===== config.mk =====
export PLATFORM = sky130hd
export DESIGN_NAME = sync_header_frame_deframer_flat
export DESIGN_NICKNAME = d
export VERILOG_FILES = /design/src/rtl/shfd_pkg.sv /design/src/rtl/shfd_if.sv /design/src/rtl/shfd_in_stage.sv /design/src/rtl/shfd_parser.sv /design/src/rtl/shfd_out_stage.sv /design/src/rtl/sync_header_frame_deframer.sv /design/src/flat_wrapper.sv
export SDC_FILE = /design/constraint.sdc
export NUM_CORES = 1
export LEC_CHECK = 0
export ABC_AREA = 1
export BUFFER_PORTS_ARGS = -buffer_cell sky130_fd_sc_hd__clkbuf_2
export CAP_MARGIN = 20
export CORE_UTILIZATION = 40
export DETAILED_ROUTE_END_ITERATION = 10
export PLACE_DENSITY = 0.7
export SYNTH_ARGS = -nofsm -noshare
export SYNTH_HDL_FRONTEND = slang
export SYNTH_SLANG_ARGS = --single-unit

===== constraint.sdc =====
create_clock -name clk_i -period 7.1 [get_ports clk_i]
set_input_delay 1.42 -clock clk_i [delete_from_list [all_inputs] [get_ports clk_i]]
set_output_delay 1.42 -clock clk_i [all_outputs]
set_load 0.01 [all_outputs]

===== src/rtl/shfd_pkg.sv =====
// Package of the sync header frame deframer: frame constants and result type.
// Depends on nothing; used by the parser, output stage, top and testbench.
package shfd_pkg;

  localparam int unsigned PosWidth = 4;

  localparam logic [7:0] SyncFirst  = 8'hAB;
  localparam logic [7:0] SyncSecond = 8'hCD;

  // Frame byte positions.
  localparam logic [PosWidth-1:0] PosHunt    = 4'd0;
  localparam logic [PosWidth-1:0] PosSync2   = 4'd1;
  localparam logic [PosWidth-1:0] PosTag     = 4'd2;
  localparam logic [PosWidth-1:0] PosDistHi  = 4'd3;
  localparam logic [PosWidth-1:0] PosDistLo  = 4'd4;
  localparam logic [PosWidth-1:0] PosXHi     = 4'd5;
  localparam logic [PosWidth-1:0] PosXLo     = 4'd6;
  localparam logic [PosWidth-1:0] PosZHi     = 4'd7;
  localparam logic [PosWidth-1:0] PosZLo     = 4'd8;
  localparam logic [PosWidth-1:0] PosPitchHi = 4'd9;
  localparam logic [PosWidth-1:0] PosPitchLo = 4'd10;
  localparam logic [PosWidth-1:0] PosCheck   = 4'd12;
  localparam logic [PosWidth-1:0] PosLast    = 4'd13;

  typedef struct packed {
    logic [7:0]         tag_id;
    logic [15:0]        distance_tenths;
    logic signed [15:0] x_tenths;
    logic signed [15:0] z_tenths;
    logic signed [15:0] pitch_tenths;
    logic               checksum_ok;
  } result_t;

endpackage


===== src/rtl/shfd_if.sv =====
// Stream interfaces of the sync header frame deframer: received bytes in,
// decoded frames out. Depends on nothing.
interface shfd_in_if;
  logic       valid;
  logic       ready;
  logic [7:0] rx_byte;

  modport source (output valid, output rx_byte, input ready);
  modport sink (input valid, input rx_byte, output ready);
endinterface

interface shfd_out_if;
  logic               valid;
  logic               ready;
  logic [7:0]         tag_id;
  logic [15:0]        distance_tenths;
  logic signed [15:0] x_tenths;
  logic signed [15:0] z_tenths;
  logic signed [15:0] pitch_tenths;
  logic               checksum_ok;

  modport source (
    output valid, output tag_id, output distance_tenths, output x_tenths,
    output z_tenths, output pitch_tenths, output checksum_ok, input ready
  );
  modport sink (
    input valid, input tag_id, input distance_tenths, input x_tenths,
    input z_tenths, input pitch_tenths, input checksum_ok, output ready
  );
endinterface


===== src/rtl/shfd_in_stage.sv =====
// Input register of the deframer: holds one received word until it is parsed.
// Depends on nothing but the clock and reset.
module shfd_in_stage (
  input  logic       clk_i,
  input  logic       rst_ni,
  input  logic       valid_i,
  input  logic [7:0] byte_i,
  output logic       ready_o,
  input  logic       advance_i,
  output logic       valid_o,
  output logic [7:0] byte_o
);

  logic       valid_q;
  logic [7:0] byte_q;

  // The register may load when empty or when its word moves on this cycle.
  assign ready_o = !valid_q || advance_i;

  always_ff @(posedge clk_i or negedge rst_ni) begin
    if (!rst_ni) begin
      valid_q <= 1'b0;
    end else if (ready_o) begin
      valid_q <= valid_i;
    end
  end

  always_ff @(posedge clk_i) begin
    if (valid_i && ready_o) begin
      byte_q <= byte_i;
    end
  end

  assign valid_o = valid_q;
  assign byte_o  = byte_q;

endmodule


===== src/rtl/shfd_parser.sv =====
// Frame parser: position counter, running XOR and field capture registers.
// Depends on shfd_pkg for the frame constants and the result type.
module shfd_parser
  import shfd_pkg::*;
(
  input  logic       clk_i,
  input  logic       rst_ni,
  input  logic       valid_i,
  input  logic [7:0] byte_i,
  input  logic       advance_i,
  output logic       emit_o,
  output result_t    result_o
);

  logic [PosWidth-1:0] pos_q, pos_d, pos_eff;
  logic [7:0]          xor_q, xor_d;
  logic [7:0]          tag_q, tag_d;
  logic [15:0]         dist_q, dist_d;
  logic [15:0]         x_q, x_d;
  logic [15:0]         z_q, z_d;
  logic [15:0]         pitch_q, pitch_d;
  logic [7:0]          check_q, check_d;

  // Positions past the last byte cannot occur; they are handled as hunting.
  assign pos_eff = (pos_q > PosLast) ? PosHunt : pos_q;
  assign emit_o  = valid_i && (pos_eff == PosLast);

  always_comb begin
    pos_d   = pos_q;
    xor_d   = xor_q;
    tag_d   = tag_q;
    dist_d  = dist_q;
    x_d     = x_q;
    z_d     = z_q;
    pitch_d = pitch_q;
    check_d = check_q;
    if (advance_i) begin
      if (pos_eff == PosHunt) begin
        if (byte_i == SyncFirst) begin
          xor_d = byte_i;
          pos_d = PosSync2;
        end else begin
          pos_d = PosHunt;
        end
      end else if ((pos_eff == PosSync2) && (byte_i != SyncSecond)) begin
        // A wrong second sync word is dropped, not taken as a new first one.
        pos_d = PosHunt;
      end else begin
        if (pos_eff < PosCheck) begin
          xor_d = xor_q ^ byte_i;
        end
        case (pos_eff)
          PosTag:     tag_d   = byte_i;
          PosDistHi:  dist_d  = {byte_i, 8'h00};
          PosDistLo:  dist_d  = {dist_q[15:8], byte_i};
          PosXHi:     x_d     = {byte_i, 8'h00};
          PosXLo:     x_d     = {x_q[15:8], byte_i};
          PosZHi:     z_d     = {byte_i, 8'h00};
          PosZLo:     z_d     = {z_q[15:8], byte_i};
          PosPitchHi: pitch_d = {byte_i, 8'h00};
          PosPitchLo: pitch_d = {pitch_q[15:8], byte_i};
          PosCheck:   check_d = byte_i;
          default:    ;
        endcase
        pos_d = (pos_eff == PosLast) ? PosHunt : pos_eff + 4'd1;
      end
    end
  end

  always_ff @(posedge clk_i or negedge rst_ni) begin
    if (!rst_ni) begin
      pos_q   <= PosHunt;
      xor_q   <= '0;
      tag_q   <= '0;
      dist_q  <= '0;
      x_q     <= '0;
      z_q     <= '0;
      pitch_q <= '0;
      check_q <= '0;
    end else begin
      pos_q   <= pos_d;
      xor_q   <= xor_d;
      tag_q   <= tag_d;
      dist_q  <= dist_d;
      x_q     <= x_d;
      z_q     <= z_d;
      pitch_q <= pitch_d;
      check_q <= check_d;
    end
  end

  assign result_o.tag_id          = tag_q;
  assign result_o.distance_tenths = dist_q;
  assign result_o.x_tenths        = signed'(x_q);
  assign result_o.z_tenths        = signed'(z_q);
  assign result_o.pitch_tenths    = signed'(pitch_q);
  assign result_o.checksum_ok     = (check_q == xor_q);

endmodule


===== src/rtl/shfd_out_stage.sv =====
// Output register of the deframer: holds one decoded frame until it is taken.
// Depends on shfd_pkg for the result type.
module shfd_out_stage
  import shfd_pkg::*;
(
  input  logic    clk_i,
  input  logic    rst_ni,
  input  logic    load_i,
  input  result_t result_i,
  output logic    free_o,
  output logic    valid_o,
  input  logic    ready_i,
  output result_t result_o
);

  logic    valid_q;
  result_t result_q;

  assign free_o = !valid_q || ready_i;

  always_ff @(posedge clk_i or negedge rst_ni) begin
    if (!rst_ni) begin
      valid_q <= 1'b0;
    end else if (free_o) begin
      valid_q <= load_i;
    end
  end

  always_ff @(posedge clk_i) begin
    if (load_i && free_o) begin
      result_q <= result_i;
    end
  end

  assign valid_o  = valid_q;
  assign result_o = result_q;

endmodule


===== src/rtl/sync_header_frame_deframer.sv =====
// Top level of the sync header frame deframer.
// Depends on shfd_pkg, shfd_if, shfd_in_stage, shfd_parser and shfd_out_stage.
//
// The block takes one received serial word per handshake on rx_i and hunts
// for a 14-word frame that opens with the sync words 0xAB, 0xCD. When the
// last word of a frame is taken it offers one decoded frame on frame_o: the
// tag, the big-endian distance, x, z and pitch fields in tenths, and a flag
// that says whether word 12 matched the XOR of words 0 to 11.
// Both channels are valid/ready; a word moves on an edge where both are high.
// The closing word is held in the input register, its frame in the output one.
// Throughput: one word per cycle, except when a closing word meets a full
// output register; that register lets other words flow on while a frame waits.
// Reset clears the position counter, the running XOR and the captured fields,
// and empties both registers, so the block starts hunting for a first sync.
// When the receiver stalls, the frame is held in the output register; words
// that close no frame still pass, and rx_i.ready falls only when the word
// in the input register would produce a second frame.
module sync_header_frame_deframer
  import shfd_pkg::*;
(
  input  logic              clk_i,
  input  logic              rst_ni,
  shfd_in_if.sink           rx_i,
  shfd_out_if.source        frame_o
);

  logic    s1_valid;
  logic [7:0] s1_byte;
  logic    emit;
  logic    out_free;
  logic    advance;
  result_t parsed;
  result_t held;

  // The input word is consumed when it either closes no frame, or the output
  // register can take the frame it closes.
  assign advance = s1_valid && (!emit || out_free);

  shfd_in_stage u_in_stage (
    .clk_i     (clk_i),
    .rst_ni    (rst_ni),
    .valid_i   (rx_i.valid),
    .byte_i    (rx_i.rx_byte),
    .ready_o   (rx_i.ready),
    .advance_i (advance),
    .valid_o   (s1_valid),
    .byte_o    (s1_byte)
  );

  shfd_parser u_parser (
    .clk_i     (clk_i),
    .rst_ni    (rst_ni),
    .valid_i   (s1_valid),
    .byte_i    (s1_byte),
    .advance_i (advance),
    .emit_o    (emit),
    .result_o  (parsed)
  );

  shfd_out_stage u_out_stage (
    .clk_i    (clk_i),
    .rst_ni   (rst_ni),
    .load_i   (advance && emit),
    .result_i (parsed),
    .free_o   (out_free),
    .valid_o  (frame_o.valid),
    .ready_i  (frame_o.ready),
    .result_o (held)
  );

  assign frame_o.tag_id          = held.tag_id;
  assign frame_o.distance_tenths = held.distance_tenths;
  assign frame_o.x_tenths        = held.x_tenths;
  assign frame_o.z_tenths        = held.z_tenths;
  assign frame_o.pitch_tenths    = held.pitch_tenths;
  assign frame_o.checksum_ok     = held.checksum_ok;

endmodule


===== src/flat_wrapper.sv =====
// flat-port wrapper written by rule: the top's interface ports become plain ports
module sync_header_frame_deframer_flat import shfd_pkg::*;
  (clk_i, rst_ni, rx_i_valid, rx_i_rx_byte, rx_i_ready, frame_o_valid, frame_o_tag_id, frame_o_distance_tenths, frame_o_x_tenths, frame_o_z_tenths, frame_o_pitch_tenths, frame_o_checksum_ok, frame_o_ready);
  shfd_in_if rx_i_i ();
  shfd_out_if frame_o_i ();
  input  logic clk_i;
  input  logic rst_ni;
  input wire logic [$bits(rx_i_i.valid)-1:0] rx_i_valid;
  input wire logic [$bits(rx_i_i.rx_byte)-1:0] rx_i_rx_byte;
  output wire logic [$bits(rx_i_i.ready)-1:0] rx_i_ready;
  output wire logic [$bits(frame_o_i.valid)-1:0] frame_o_valid;
  output wire logic [$bits(frame_o_i.tag_id)-1:0] frame_o_tag_id;
  output wire logic [$bits(frame_o_i.distance_tenths)-1:0] frame_o_distance_tenths;
  output wire logic [$bits(frame_o_i.x_tenths)-1:0] frame_o_x_tenths;
  output wire logic [$bits(frame_o_i.z_tenths)-1:0] frame_o_z_tenths;
  output wire logic [$bits(frame_o_i.pitch_tenths)-1:0] frame_o_pitch_tenths;
  output wire logic [$bits(frame_o_i.checksum_ok)-1:0] frame_o_checksum_ok;
  input wire logic [$bits(frame_o_i.ready)-1:0] frame_o_ready;
  assign rx_i_i.valid = rx_i_valid;
  assign rx_i_i.rx_byte = rx_i_rx_byte;
  assign rx_i_ready = rx_i_i.ready;
  assign frame_o_valid = frame_o_i.valid;
  assign frame_o_tag_id = frame_o_i.tag_id;
  assign frame_o_distance_tenths = frame_o_i.distance_tenths;
  assign frame_o_x_tenths = frame_o_i.x_tenths;
  assign frame_o_z_tenths = frame_o_i.z_tenths;
  assign frame_o_pitch_tenths = frame_o_i.pitch_tenths;
  assign frame_o_checksum_ok = frame_o_i.checksum_ok;
  assign frame_o_i.ready = frame_o_ready;
  sync_header_frame_deframer u_core (.clk_i(clk_i), .rst_ni(rst_ni), .rx_i(rx_i_i), .frame_o(frame_o_i));
endmodule

==> summary.md <==
| Metric | Value |
|---|---|
| Outcome | `complete, no violations` |
| Deepest clock path buffer count | `2` |
| Top post-synthesis cells by count | `nand2_1, dfrtp_1, edfxtp_1` |
| Routed len/inst | `between 15 and 20 um` |
| Slew @ Worst Pin | `around 920 ps` |
| Pleak | `roughly 3.7 nW` |
| Std-Cell Rows | `47` |
| Cts repair resizes | `0` |
| Syn nets | `604` |
| Startpoint type of the worst setup path | `input pin` |
| Req. time, crit path | `5680 ps` |
| Post-Route Setup TNS | `0 ps` |
| DRT Wirelength | `13700 um` |
| Min-Delay Startpoint | `u_core.u_parser.pitch_q[7]` |
| Slew Limit Fails | `0` |
| Worst-Skew Late Latency | `430 ps` |
| Clock Skew | `12.9 ps` |
| Final core occ | `48.3%` |
| Vias | `4444` |
| H-tree depth | `4` |
| Final ANT Viol Nets | `0` |
| Die area | `between 0.015 and 0.02 mm^2` |
| Layout overhead on the synthesized area | `16.7%` |
| Post-route clock period utilization | `49.3%` |
| Share of the synthesized area in compound gates (AO/OA/AOI/OAI) | `4.91%` |
| CTS Buf Count | `17` |
| Die height | `roughly 130 um` |
| Worst Hold Path EP | `u_core.u_out_stage.result_o[8]` |
| Number of hold buffers added after CTS | `0` |
| Average size of a mapped cell | `11.7 um^2` |
| Post-synth EDFFs | `81` |
| Yosys cell types | `35` |
| PD cells | `~380 mW/mm^2` |
| Max_cap viols | `0` |
| Worst slew margin | `about two fifths` |
| Post-Synth Simple-Gate Area | `20.0%` |
| Post-synthesis adder-cell area fraction | `0%` |
| Buffers on Ports | `86` |
| Largest net degree at the start of global routing | `74` |
| Area contributors post-synth | `edfxtp_1, dfrtp_1, nand2_1` |
| DRC | `0` |
| XOR/XNOR Fraction of Synth Area | `2.03%` |
| CTS tree | `done` |
| Postcts setup bufs | `0` |
| Sequential share of the synthesized area | `about 69%` |
| Async set-or-reset flop fraction in the synthesized netlist | `53.7%` |
| Share of cells above drive strength 1 | `a little under a quarter` |
| Synthesized area | `~0.007 mm^2` |
| Max Clk Rate | `285 MHz` |
| Synth warn | `0` |
| Ys flop type | `dfrtp_1` |
| Hold Path Depth | `0` |
| First-pass DRT Iterations | `4` |
| N_diodes | `0` |
| Critical path fanouts, max | `4` |
| Final Power | `about 3 mW` |
| Hold slack | `approximately 440 ps` |
| Worst Path Arrival | `about 2100 ps` |
| Final hold violation count | `0` |
| GP Congestion | `0.834` |
| Cell count of the worst reg-to-reg path | `7` |
| Total congestion overflow | `0` |
| Largest family of logic cells by synthesized area | `simple AND/OR/NAND/NOR gates` |
| Worst vdd ir | `about 0.00020 V` |
| Clk slew on worst S/H paths | `roughly 60 ps` |
| Critical path class | `input pin to output port` |
| I/O Pins | `87` |
| Min-Delay Path Class | `register to register` |
| Tot GR Track Use | `between 15 and 20%` |
| Die Wd | `133 um` |
| Cells after Synth | `592` |
| Area share of the largest cell type after synthesis | `35.2%` |
| RR Startpoint | `u_core.u_parser.pos_q[3]` |
| Cell taking the most area after synthesis | `edfxtp_1` |
| Final min period | `3500 ps` |
| Reg2reg end | `u_core.u_out_stage.result_o[49]` |
| Root buffer cell | `clkbuf_16` |
| Initial core utilization | `between 40% and 50%` |
| Final setup fails | `0` |
| R2r setup slk | `4650 ps` |
| RSZ-0062 raised after global routing | `no` |
| Hpwl dp | `8740 um` |
| Global-route wire length before repair | `22300 um` |
| Sink Count | `175` |
| DR iter-0 viols | `375` |
| Nets@finish | `688` |
| Number of global-route vias before repair | `4212` |
| Cell with the most instances after synthesis | `nand2_1` |
| Core ar. | `0.0167 mm^2` |
| Synth Register Bits | `approximately 180` |
| Post-DR vias/cell | `4.89` |
| Initial antenna violation count | `0` |
| Setup crit end kind | `output port` |
| Post-synthesis mux area share | `0%` |
==> layout make-up <==
type,instances,area [um^2]
clock buffers,23,468
clock inverters,9,85.1
fillers,1523,8630
inverters,28,111
multi-input cells,365,1870
flip-flops and latches,175,4780
well taps,220,275
repair buffers,89,475
==> cell families after synthesis <==
group	Yosys count
buf+inv	52
simple gates	298
compound gates	51
flops	175
xor+xnor	16
==> worst max path at each step <==
stage / cells past startpoint / slack, ps / end / start
finish: 4 / 3600 / rx_i_ready / frame_o_ready
global route: 4 / 3530 / rx_i_ready / frame_o_ready
CTS: 4 / 3590 / rx_i_ready / frame_o_ready
detailed placement: 4 / 3590 / rx_i_ready / frame_o_ready
global placement: 4 / 3620 / rx_i_ready / frame_o_ready
floorplan: 2 / 2060 / u_core.u_out_stage.result_o[0] / frame_o_ready
==> stage by stage <==
step	cell area (um^2)	setup WS, ps	instances
6_report	8070	3600	909
5_1_grt	8070	3530	909
4_1_cts	8070	3590	909
3_5_place_dp	7510	3590	877
3_3_place_gp	7490	3620	876
2_1_floorplan	6910	2060	592
==> power breakdown <==
group	switching (mW)	internal, mW	leakage (nW)
clock network	0.368	0.501	0.275
logic	0.403	0.233	1.48
registers	0.174	1.35	1.97
==> cell usage in the layout (no fill, tap or decap), types with 2 or more instances in the layout <==
cell and n:
nand2_1 186, dfrtp_1 94, clkbuf_2 85, edfxtp_1 81, nand3_1 59, inv_1 19
nand4_1 18, clkbuf_16 17, o21ai_1 16, o21ai_0 11, nand2_2 9, o21ai_2 9
nor2_1 8, xnor2_1 8, o21a_1 8, xor2_1 8, nand2_4 6, inv_2 5
nor2_2 5, clkinv_2 5, clkbuf_1 4, nor2_4 3, a21oi_1 3, clkinv_4 3
buf_4 3, inv_4 2, clkbuf_8 2
==> worst max-delay path, stage by stage <==
cell and delay [ps]:
clkbuf_2 80, nor2_2 290, nand2_1 140, clkbuf_2 150
==> registers in the layout, summed over array words and instances (netlist names) <==
register,cells
u_core.u_parser.x_q,16
u_core.u_in_stage.byte_o,8
u_core.u_out_stage.valid_o,1
u_core.u_parser.check_q,8
u_core.u_parser.z_q,16
u_core.u_parser.pitch_q,16
u_core.u_parser.tag_q,8
u_core.u_in_stage.valid_o,1
u_core.u_parser.pos_q,4
u_core.u_parser.dist_q,16
u_core.u_out_stage.result_o,73
u_core.u_parser.xor_q,8
==> routing by layer <==
metal,vias to the layer above,GRT usage [%],wire [um],part of all wire (%)
met5,-,0,0,0
met1,2163,22.5,6290,46
li1,2161,-,-,-
met3,12,4.19,570,4.2
met4,0,6.19,118,0.86
met2,108,26.0,6710,49
Note: power is estimated with default switching activity, not from simulation.
